$ cat src/design/aspl_pkg.sv
// shared types and constants for the aligned slab page layout core
// no dependencies; imported by every module of the block

package aspl_pkg;

   localparam int SLAB_COUNT_DEF   = 64;
   localparam int OFFSET_WIDTH_DEF = 48;

   localparam int NUM_REGIONS  = 4;
   localparam int REGION_W     = 2;
   localparam int ALIGN_W      = 5;
   localparam int SLAB_IDX_W   = 6;
   localparam int SIZE_W       = 32;
   localparam int COUNT_W      = 16;
   localparam int CLASS_W      = 16;
   localparam int OFF_OUT_W    = 48;
   localparam int ADDR_W       = 64;
   localparam int CSR_IDX_W    = 4;

   localparam int REQ_TDATA_W  = 80;
   localparam int REQ_TUSER_W  = 2;
   localparam int RSP_TDATA_W  = 168;

   typedef enum logic [1:0] {
      OP_HEADER = 2'd0,
      OP_SLAB   = 2'd1,
      OP_PAGE   = 2'd2
   } op_type;

   // one request after the input register, with the header product precomputed
   typedef struct packed {
      op_type                 op;
      logic                   in_range;
      logic                   cnt_zero;
      logic [REGION_W-1:0]    region;
      logic [ALIGN_W-1:0]     align;
      logic [SIZE_W-1:0]      dsize;
      logic [SIZE_W-1:0]      product;
   } item_type;

   // result fields, lowest field in the lowest bits
   typedef struct packed {
      logic                   overflow;
      logic                   skipped;
      logic                   is_header_page;
      logic [ALIGN_W-1:0]     region_align_log2;
      logic [OFF_OUT_W-1:0]   region_total;
      logic [ADDR_W-1:0]      address;
      logic [OFF_OUT_W-1:0]   offset;
   } rsp_type;

   // state update strobes from the calculation unit
   typedef struct packed {
      logic                   size_we;
      logic                   align_we;
      logic                   slab_we;
      logic [REGION_W-1:0]    region;
      logic [ALIGN_W-1:0]     align;
      logic [REGION_W-1:0]    slab_region;
   } upd_type;

endpackage

$ cat src/design/aspl_calc.sv
// placement arithmetic for one request: align up, saturating add, max alignment
// depends on aspl_pkg

module aspl_calc
   import aspl_pkg::*;
#(
   parameter int OFFSET_WIDTH = OFFSET_WIDTH_DEF
) (
   input  item_type                 item_i,
   input  logic [OFFSET_WIDTH-1:0]  region_size_i  [NUM_REGIONS],
   input  logic [ALIGN_W-1:0]       region_align_i [NUM_REGIONS],
   input  logic [ADDR_W-1:0]        base_i         [NUM_REGIONS],
   input  logic [REGION_W-1:0]      slab_region_i,
   input  logic [OFFSET_WIDTH-1:0]  slab_cursor_i,
   output rsp_type                  rsp_o,
   output upd_type                  upd_o,
   output logic [OFFSET_WIDTH-1:0]  new_size_o,
   output logic [OFFSET_WIDTH-1:0]  new_cursor_o
);

   localparam logic [OFFSET_WIDTH-1:0] LIMIT = {OFFSET_WIDTH{1'b1}};

   logic [REGION_W-1:0]     sel;
   logic [OFFSET_WIDTH-1:0] cur_size;
   logic [ALIGN_W-1:0]      cur_align;
   logic [ADDR_W-1:0]       base;
   logic [OFFSET_WIDTH-1:0] cursor;
   logic [OFFSET_WIDTH-1:0] mask;
   logic [OFFSET_WIDTH:0]   asum;
   logic                    a_ovf;
   logic [OFFSET_WIDTH-1:0] aligned;
   logic [SIZE_W-1:0]       grow_by;
   logic [OFFSET_WIDTH:0]   bsum;
   logic                    b_ovf;
   logic [OFFSET_WIDTH-1:0] grown;
   logic [ALIGN_W-1:0]      max_align;

   // region that the request touches
   always_comb begin
      case (item_i.op)
         OP_HEADER: sel = '0;
         OP_SLAB:   sel = item_i.region;
         default:   sel = slab_region_i;
      endcase
   end

   assign cur_size  = region_size_i[sel];
   assign cur_align = region_align_i[sel];
   assign base      = base_i[sel];
   assign cursor    = (item_i.op == OP_PAGE) ? slab_cursor_i : cur_size;

   // align up, saturating on carry out
   assign mask    = (OFFSET_WIDTH'(1) << item_i.align) - OFFSET_WIDTH'(1);
   assign asum    = {1'b0, cursor} + {1'b0, mask};
   assign a_ovf   = asum[OFFSET_WIDTH];
   assign aligned = a_ovf ? LIMIT : (asum[OFFSET_WIDTH-1:0] & ~mask);

   // advance by the item size
   assign grow_by = (item_i.op == OP_HEADER) ? item_i.product : item_i.dsize;
   assign bsum    = {1'b0, aligned} + {1'b0, OFFSET_WIDTH'(grow_by)};
   assign b_ovf   = bsum[OFFSET_WIDTH];
   assign grown   = b_ovf ? LIMIT : bsum[OFFSET_WIDTH-1:0];

   assign max_align = (item_i.align > cur_align) ? item_i.align : cur_align;

   always_comb begin
      rsp_o        = '0;
      upd_o        = '0;
      upd_o.region = sel;
      upd_o.align  = max_align;
      new_size_o   = grown;
      new_cursor_o = '0;
      unique case (item_i.op)
         OP_HEADER: begin
            if (item_i.cnt_zero) begin
               rsp_o.skipped           = 1'b1;
               rsp_o.region_total      = OFF_OUT_W'(cur_size);
               rsp_o.region_align_log2 = cur_align;
            end else begin
               rsp_o.offset            = OFF_OUT_W'(aligned);
               rsp_o.region_total      = OFF_OUT_W'(grown);
               rsp_o.region_align_log2 = max_align;
               rsp_o.overflow          = a_ovf | b_ovf;
               upd_o.size_we           = 1'b1;
               upd_o.align_we          = 1'b1;
            end
         end
         OP_SLAB: begin
            if (item_i.in_range) begin
               upd_o.slab_we     = 1'b1;
               upd_o.slab_region = item_i.region;
               if (item_i.region != '0) begin
                  new_cursor_o            = aligned;
                  rsp_o.offset            = OFF_OUT_W'(aligned);
                  rsp_o.region_total      = OFF_OUT_W'(grown);
                  rsp_o.region_align_log2 = max_align;
                  rsp_o.overflow          = a_ovf | b_ovf;
                  upd_o.size_we           = 1'b1;
                  upd_o.align_we          = 1'b1;
               end else begin
                  rsp_o.region_total      = OFF_OUT_W'(cur_size);
                  rsp_o.region_align_log2 = cur_align;
               end
            end
         end
         OP_PAGE: begin
            if (item_i.in_range) begin
               rsp_o.region_align_log2 = cur_align;
               if (slab_region_i == '0) begin
                  // header page: region 0 base, nothing moves
                  rsp_o.is_header_page = 1'b1;
                  rsp_o.address        = base;
               end else begin
                  rsp_o.offset       = OFF_OUT_W'(aligned);
                  rsp_o.address      = base + ADDR_W'(aligned);
                  rsp_o.region_total = OFF_OUT_W'(grown);
                  rsp_o.overflow     = a_ovf | b_ovf;
                  upd_o.slab_we      = 1'b1;
                  upd_o.slab_region  = slab_region_i;
                  new_cursor_o       = grown;
               end
            end
         end
         default: begin
            rsp_o = '0;
         end
      endcase
   end

endmodule

$ cat config.mk
export PLATFORM = sky130hd
export DESIGN_NAME = aspl_calc
export DESIGN_NICKNAME = d
export VERILOG_FILES = /design/src/design/aspl_pkg.sv /design/src/design/aspl_calc.sv
export SDC_FILE = /design/constraint.sdc
export NUM_CORES = 1
export LEC_CHECK = 0
export BUFFER_PORTS_ARGS = -buffer_cell sky130_fd_sc_hd__buf_4
export CORE_AREA = 2 2 334 336
export DETAILED_ROUTE_END_ITERATION = 6
export DIE_AREA = 0 0 336 338
export PLACE_DENSITY = 0.41
export SYNTH_ARGS = -nofsm -noshare
export SYNTH_HDL_FRONTEND = slang
export SYNTH_SLANG_ARGS = --single-unit
$ cat constraint.sdc
create_clock -name vclk -period 15.2
set_clock_uncertainty 0.15 [all_clocks]
set_input_delay 3.04 -clock vclk [all_inputs]
set_output_delay 3.04 -clock vclk [all_outputs]
set_load 0.01 [all_outputs]
# Yosys cells after proc, flatten, opt, wreduce, memory -nomap -nowiden
# Index checks and enable logic that the tools add are counted.
[word_totals]
memories = 0
out_inout_bits = 276
ram_bits = 0
latchBits = 0
reg_bits = 0
rom_bits = 0
input_bits = 593
[op_classes]
n_lt_le_gt_ge = 2
n_reduce_logical = 3
div_mod_pow = 0
bitwise_logic = 4
shift = 1
n_mul = 0
n_eq_ne = 2
n_mux = 51
n_addsub = 4
[op_table]
columns = ["cell", "count"]
rows = [
  ["48-bit 2-to-1 mux", 11],
  ["64-bit 2-to-1 mux", 4],
  ["166-bit 2-to-1 mux", 1],
  ["53-bit 2-to-1 mux", 3],
  ["53-bit one-hot mux with 3 select lines", 1],
  ["48-bit one-hot mux with 3 select lines", 1],
  ["64-bit binary-select mux with 2-bit select", 1],
  ["48-bit binary-select mux with 2-bit select", 1],
  ["48-bit one-hot mux with 2 select lines", 1],
  ["64-bit by 48-bit adder with 64-bit output", 1],
  ["48-bit by 32-bit adder with 49-bit output", 1],
  ["48-bit by 48-bit adder with 49-bit output", 1],
  ["48-bit bitwise AND", 1],
  ["48-bit NOT", 1],
  ["1-bit by 5-bit left shift with 48-bit output (first input constant)", 1],
  ["48-bit by 2-bit subtractor with 48-bit output (second input constant)", 1],
  ["32-bit 2-to-1 mux", 1],
  ["5-bit 2-to-1 mux", 3],
  ["2-bit one-hot mux with 2 select lines", 3],
  ["1-bit 2-to-1 mux", 11],
  ["5-bit binary-select mux with 2-bit select", 1],
  ["2-bit 2-to-1 mux", 5],
  ["5-bit > comparator", 1],
  ["2-bit zero test", 2],
  ["9 further kinds", 9],
]

# Logic depth before layout (Yosys ltp)
# Gate-level depths: netlist of run 1.
[logic_depth]
ltp_word = 15
ltp_mapped = 44
depth_no_buf = 36

# Worst setup path before layout of run 1
# OpenSTA, ideal clock, no wires.
[synth_timing]
kind = "input-to-output"
startpoint = "in item_i[73] (netlist bit)"
endpoint = "out rsp_o[148] (netlist bit)"
path_stages = 43
setup_slack_ps = 489
n_path_buf = 11
arrival_time_ps = 11521
path_cell_list = "inv_1 > ha_1 > buf_2 > or3b_1 > and2_0 > clkbuf_1 > inv_1 > clkbuf_1 > clkbuf_1 > clkbuf_1 > clkbuf_1 > nand2_1 > nand3_1 > nand2_1 > o21ai_0 > ha_1 > buf_2 > nand4_1 > [... 7 more ...] > inv_1 > ha_1 > inv_1 > fa_1 > nand2b_1 > a21oi_1 > o21ai_0 > a21oi_1 > o211ai_1 > o21ai_0 > a21oi_1 > nor3_1 > o21ai_1 > or4_1 > buf_2 > buf_4 > nand2_1 > o2bb2ai_1"
[synth_rtl]
columns = ["element", "line_no", "text"]
rows = [
  ["start: declaration", "aspl_calc.sv:9", "input item_type item_i,"],
  ["end: declaration", "aspl_calc.sv:15", "output rsp_type rsp_o,"],
]

==> impl_metrics.toml, run 1 <==
[grt]
antenna_found_initial = 18
grt_pass1_wl_mm = 178
grt_pass1_vias = 24000
grt_start_max_net_pins = 108
gr-usage-all-layers_pct = 21.6
gr-total-overflow = 0

[timing]
min_period_over_period_pct = 97.0
slew_violations = 0
fin_crit_ps = 14740
fin_ws_ps = 463
slew_headroom_pct = 33.3
rsz0062_at_grt = "false"
finalSetupViolCount = 0
worstMarginPinSlew_ps = 997
hold_viol_final = 0
fmax_ghz = 0.0679
setup_tns_ps = 0
hold_slack_ps = 6320

[pwr]
ir_drop_uv = 41.4
p_total_w = 0.00254
power_density_mw_per_mm2 = 102
p_leak_nw = 12.4

[yosys]
synth_commonest_cells = "nand2_1, nor2_1, a21oi_1"
synth.most_common_cell = "nand2_1"
synth_top_area_share_pct = 18.5
synth_cell_types = 79
ys_warn_count = 0
ys_seq_area_share_pct = 0
postSynthCellCount = 2924
synth_area_mm2 = 0.0161
synth_area_leaders = "nand2_1, ha_1, a21oi_1, nor2_1, o21ai_0"
postSynthAreaPerCell_um2 = 5.49
synth.largest_area_cell = "nand2_1"

[setup_path]
critPathCaptureType = "output pin"
cp.arrival_ps = 11550
worst-setup-path-type = "in -> out"
start_kind = "input port"
required_ps = 12010
cp_max_fo = 15
cpPeakStageDelay_ps = 600
critPathTopFamily = "compound AO/OA/AOI/OAI gates"
critPathCapture = "rsp_o[148]"
crit_top_cell = "buf_4"
slowest_stage = "or4_1"
crit_cells = 35
startpoint = "item_i[74]"
worst-path-buf-inv = 8

[layout]
clockBufferCount = 0
fillCellCount = 12800
seq_cell_count = 0
drive_above_1_share_pct = 29.2
seq_area_um2 = 0
syn_to_final_growth_pct = 55.5
nets = 4481

[routing]
wl_mm = 131
ant_nets = 0
firstDrtPassIters = 7
drc_errors = 0
vias = 24800
drt-initial-drc-count = 1748
avgRoutedWirePerCell_um = 25.1
vias_per_cell = 4.74

[cts]
cts_hold_buf = 0

[place]
io_buffer_count = 869
dpl.hpwl_mm = 113
dp_worst_setup_slack_ps = -241
place.gp.congestion = 0.959

[hold_path]
hold_path_class = "in -> out"
min_path_cells = 3

[run]
drv_cap = 0

[floorplanning]
die_y_um = 338
ios = 869
start_util_pct = 14.6
num_rows = 122
core_mm2 = 0.110
die_w_um = 336
die_area_mm2 = 0.114

[run_status]
status = "finished, final reports clean"
## power by group
| group | switching (W) | internal (W) | total (W) |
|---|---|---|---|
| clock | 0 | 0.0000000000268 | 0.0000000000268 |
| sequential | 0 | 0 | 0 |
| combinational | 0.00157 | 0.000974 | 0.00254 |
| total | 0.00157 | 0.000974 | 0.00254 |
## worst min-delay path: cells and delay by family
| kind | cells | cell delay [ps] |
|---|---|---|
| AND/OR/NAND/NOR | 1 | 150 |
| buffers and inverters | 2 | 240 |
## cell families (layout without fill, tap and decap cells)
| family | Yosys count | in the layout | share of synthesized area, % |
|---|---|---|---|
| fa+ha+maj | 141 | 141 | 11.1 |
| xor+xnor | 123 | 123 | 6.71 |
| buf+inv | 324 | 1137 | 7.72 |
| compound gates | 832 | 832 | 32.0 |
| other cells | 1 | 12 | 0.0234 |
| mux | 42 | 42 | 2.87 |
| simple gates | 1461 | 1461 | 39.5 |
## area by class of cell
class | count | area [µm²] | area share, %
antenna | 3 | 7.51 | 0.0301
timing repair buffer | 997 | 7550 | 30.2
tap | 1488 | 1860 | 7.46
multi-input combinational | 2608 | 15000 | 60.1
inverter | 140 | 541 | 2.16
## cell usage in the layout, fill, tap and decap left out, types with 21 or more instances in the layout
master	count
o21a_1	24
a31oi_1	74
ha_1	136
and3_1	71
nand3_1	156
a21o_1	76
xnor2_1	81
nor2_1	254
o21ai_0	181
nand4_1	25
mux2_2	32
xor2_1	42
nand2_1	786
nand2b_1	26
o22ai_1	71
buf_4	990
a211oi_1	21
nor3_1	39
a21oi_1	223
inv_1	138
## worst min path at each step
stage                startpoint          to  slack (ps)
3_5_place_dp         item_i[71]  rsp_o[166]        6310
5_1_grt              item_i[71]  rsp_o[166]        6340
4_1_cts              item_i[71]  rsp_o[166]        6310
3_3_place_gp         item_i[71]  rsp_o[166]        6320
2_1_floorplan  slab_region_i[0]    upd_o[0]        6060
6_report             item_i[71]  rsp_o[166]        6320
## layer usage
layer | track usage, % | share of wire (%) | wire, µm | up-vias
met2 | 37.3 | 48 | 62600 | 990
met3 | 2.56 | 6.3 | 8210 | 118
li1 | - | - | - | 11900
met4 | 3.66 | 2.2 | 2910 | 10
met1 | 28.9 | 44 | 57600 | 11800
met5 | 0 | 0.046 | 61 | -
## metrics by stage
step                      cells  utilization, %  instance area (µm²)
after CTS                  5231            22.6                24800
final                      5236            22.7                25000
after global placement     5231            22.5                24800
after global routing       5234            22.7                25000
after detailed placement   5231            22.5                24800
after floorplan            2932               -                16100
## what timing repair did
item | CTS | global route
gates cloned | 0 | 1
buffers inserted | 0 | 1
gates resized for setup | 7 | 30
pin swaps | 0 | 1
endpoints found under the setup margin | 18 | 166
hold endpoints to repair | 0 | 0
Power figures use the tool's default switching activity.
==> run 2, diff against run 1 <==
CAP_MARGIN = 20   (was unset)
MAX_ROUTING_LAYER = met4   (was unset)
==> impl_metrics.toml, run 2 (same netlist as run 1, synthesis figures left out) <==
[hold_path]
hold_path_class = "in -> out"

[pwr]
p_leak_nw = 12.4
ir_drop_uv = 28.2
power_density_mw_per_mm2 = 102

[routing]
wl_mm = 132
firstDrtPassIters = 6
drc_errors = 0
drt-initial-drc-count = 1810
vias = 24700
vias_per_cell = 4.72
ant_nets = 0
avgRoutedWirePerCell_um = 25.1

[timing]
fin_crit_ps = 14840
setup_tns_ps = 0
fmax_ghz = 0.0674
min_period_over_period_pct = 97.6
slew_headroom_pct = 35.1
hold_viol_final = 0
finalSetupViolCount = 0
worstMarginPinSlew_ps = 971
slew_violations = 0

[place]
dpl.hpwl_mm = 113
placed_area_mm2 = 0.0248
io_buffer_count = 869
place.gp.congestion = 0.980

[floorplanning]
ios = 869
core_mm2 = 0.110
die_w_um = 336
num_rows = 122
die_area_mm2 = 0.114
start_util_pct = 14.6
die_y_um = 338

[setup_path]
worst-path-buf-inv = 10
critPathCaptureType = "output pin"
cp.arrival_ps = 11650
worst-setup-path-type = "in -> out"
slowest_stage = "o31ai_1"
critPathTopFamily = "compound AO/OA/AOI/OAI gates"
cpPeakStageDelay_ps = 480
start_kind = "input port"
cp_max_fo = 41
required_ps = 12010

[layout]
final_common_cell = "buf_4"
drive_above_1_share_pct = 29.3
clockBufferCount = 0
seq_area_um2 = 0
syn_to_final_growth_pct = 55.7
fin_area_mm2 = 0.0250
nets = 4486
seq_cell_count = 0
final_cell_mix = "buf_4, nand2_1, nor2_1"

[run_status]
status = "finished, final reports clean"

[run]
drv_cap = 0

[grt]
grt_pass1_vias = 23700
gr-total-overflow = 0
grt_start_max_net_pins = 68
grt_pass1_wl_mm = 178
gr-usage-all-layers_pct = 22.3
antenna_found_initial = 10

[cts]
cts_hold_buf = 0
-- run 2: cell count changes in the layout (fill, tap and decap cells not counted), moves of 3 or more --
cell,change
diode_2,+6
buf_4,+8
o22ai_2,-7
buf_6,-3
o22ai_1,+6
-- run 2: per-stage QoR --
stage          setup slack (ps)  utilization (%)  cells  power, W  hold slack (ps)
2_1_floorplan               489                -   2932   0.00135             6060
3_3_place_gp               -243             22.6   5235   0.00253             6320
3_5_place_dp               -107             22.6   5235   0.00251             6320
4_1_cts                    3.58             22.6   5235   0.00252             6320
5_1_grt                   -9.72             22.7   5244   0.00275             6320
6_report                    364             22.7   5247   0.00255             6330
-- run 2: worst paths after layout --
| check | start | to | slack (ps) | cells past startpoint |
|---|---|---|---|---|
| min | item_i[71] | rsp_o[166] | 6330 | 3 |
| max | item_i[74] | new_cursor_o[23] | 360 | 39 |
-- run 2: repair_timing --
action | in CTS | in global routing
buffers inserted | 0 | 3
gates resized for setup | 2 | 31
setup endpoints to repair | 1 | 102
pin swaps | 0 | 1
-- run 2: routing by layer --
layer	vias to the layer above	GRT usage (%)	routed length, µm
met5	-	-	0
li1	11900	-	-
met2	912	37.5	63000
met3	92	1.74	6060
met1	11800	29.6	60000
met4	0	3.60	2640
-- run 2: report_power, final --
group / switching [W] / internal (W) / leakage [nW]
clock: 0 / 0.0000000000925 / 0.0000578
combinational: 0.00157 / 0.000974 / 12.4
sequential: 0 / 0 / 0
total: 0.00157 / 0.000974 / 12.4
-- run 2: area by class of cell --
class / instances / area, µm²
diodes: 9 / 22.5
fillers: 12900 / 85100
inverters: 140 / 543
multi-input cells: 2608 / 15000
well taps: 1488 / 1860
repair buffers: 1002 / 7570
==> run 3, diff against run 2 <==
GPL_TIMING_DRIVEN = 0   (was unset)
==> impl_metrics.toml, run 3 (same netlist as run 1, synthesis figures left out) <==
[run_status]
status = "finished, final reports clean"

[routing]
drt-initial-drc-count = 1907
wl_mm = 151
vias = 25900
ant_nets = 0
drc_errors = 0
firstDrtPassIters = 7
vias_per_cell = 4.84
avgRoutedWirePerCell_um = 28.2

[cts]
cts_hold_buf = 0

[layout]
final_common_cell = "buf_4"
seq_area_um2 = 0
drive_above_1_share_pct = 33.0
fin_area_mm2 = 0.0266
seq_cell_count = 0
nets = 4589
syn_to_final_growth_pct = 65.4
final_cell_mix = "buf_4, nand2_1, nor2_1"
final_cell_count_no_fill = 5353
clockBufferCount = 0

[floorplanning]
start_util_pct = 14.6
die_y_um = 338
ios = 869
die_w_um = 336
num_rows = 122
core_mm2 = 0.110
die_area_mm2 = 0.114

[timing]
fin_ws_ps = 130
worstMarginPinSlew_ps = 1300
hold_slack_ps = 6320
rsz0062_at_grt = "true"
slew_headroom_pct = 13.2
slew_violations = 0
fmax_ghz = 0.0664
hold_viol_final = 0
fin_crit_ps = 15070
finalSetupViolCount = 0
min_period_over_period_pct = 99.1

[setup_path]
cpPeakStageDelay_ps = 450
required_ps = 12010
crit_top_cell = "buf_4"
cp_max_fo = 15
start_kind = "input port"
slowest_stage = "a211oi_1"
worst-setup-path-type = "in -> out"
cp.arrival_ps = 11880
critPathCaptureType = "output pin"

[grt]
antenna_found_initial = 15
grt_start_max_net_pins = 20
grt_pass1_wl_mm = 199
gr-total-overflow = 0
gr-usage-all-layers_pct = 25.7
grt_pass1_vias = 25000

[place]
io_buffer_count = 869
place.gp.congestion = 1.01
dpl.cell_count = 5306
dpl.hpwl_mm = 133
dp_worst_setup_slack_ps = -5490
placed_area_mm2 = 0.0247

[run]
drv_cap = 0

[hold_path]
hold_path_class = "in -> out"
[run 3: worst max-delay path: cells and delay by family]
kind	cells	cell delay, ps
buffers and inverters	17	2820
XOR/XNOR	1	310
adder cells (fa/ha/maj)	3	780
AO/OA/AOI/OAI	12	2600
AND/OR/NAND/NOR	11	2240
[run 3: worst paths after layout]
| kind | startpoint | end | slack (ps) | cells past startpoint |
|---|---|---|---|---|
| setup / recovery | item_i[73] | rsp_o[147] | 130 | 44 |
| hold / removal | slab_region_i[0] | upd_o[0] | 6320 | 4 |
[run 3: what timing repair did]
| item | 4_1_cts | 5_1_grt |
|---|---|---|
| pin swaps | 30 | 42 |
| buffers inserted | 31 | 23 |
| endpoints found under the hold margin | 0 | 0 |
| cloned | 0 | 2 |
| endpoints found under the setup margin | 247 | 171 |
| resized for setup | 333 | 112 |
[run 3: metrics by stage]
step | setup TNS [ps] | utilization (%)
3_5_place_dp | -1015210 | 22.5
4_1_cts | 0 | 23.6
6_report | 0 | 24.1
2_1_floorplan | 0 | -
5_1_grt | -52.0 | 24.1
3_3_place_gp | -1195540 | 22.2
[run 3: area by class of cell]
| type | instances | area, µm² |
|---|---|---|
| well taps | 1488 | 1860 |
| repair buffers | 942 | 7180 |
| multi-input cells | 2608 | 16000 |
| inverters | 140 | 533 |
| fillers | 12800 | 83500 |
| diodes | 12 | 30.0 |
| plain buffers | 163 | 975 |
[run 3: layer usage]
layer  track usage (%)  vias to the layer above  part of all wire, %
met2              44.2                     1023                   49
li1                  -                    12100                    -
met4              5.72                        0                  2.9
met1              32.4                    12600                   43
met3              2.36                      143                  5.0
met5                 -                        -                    0
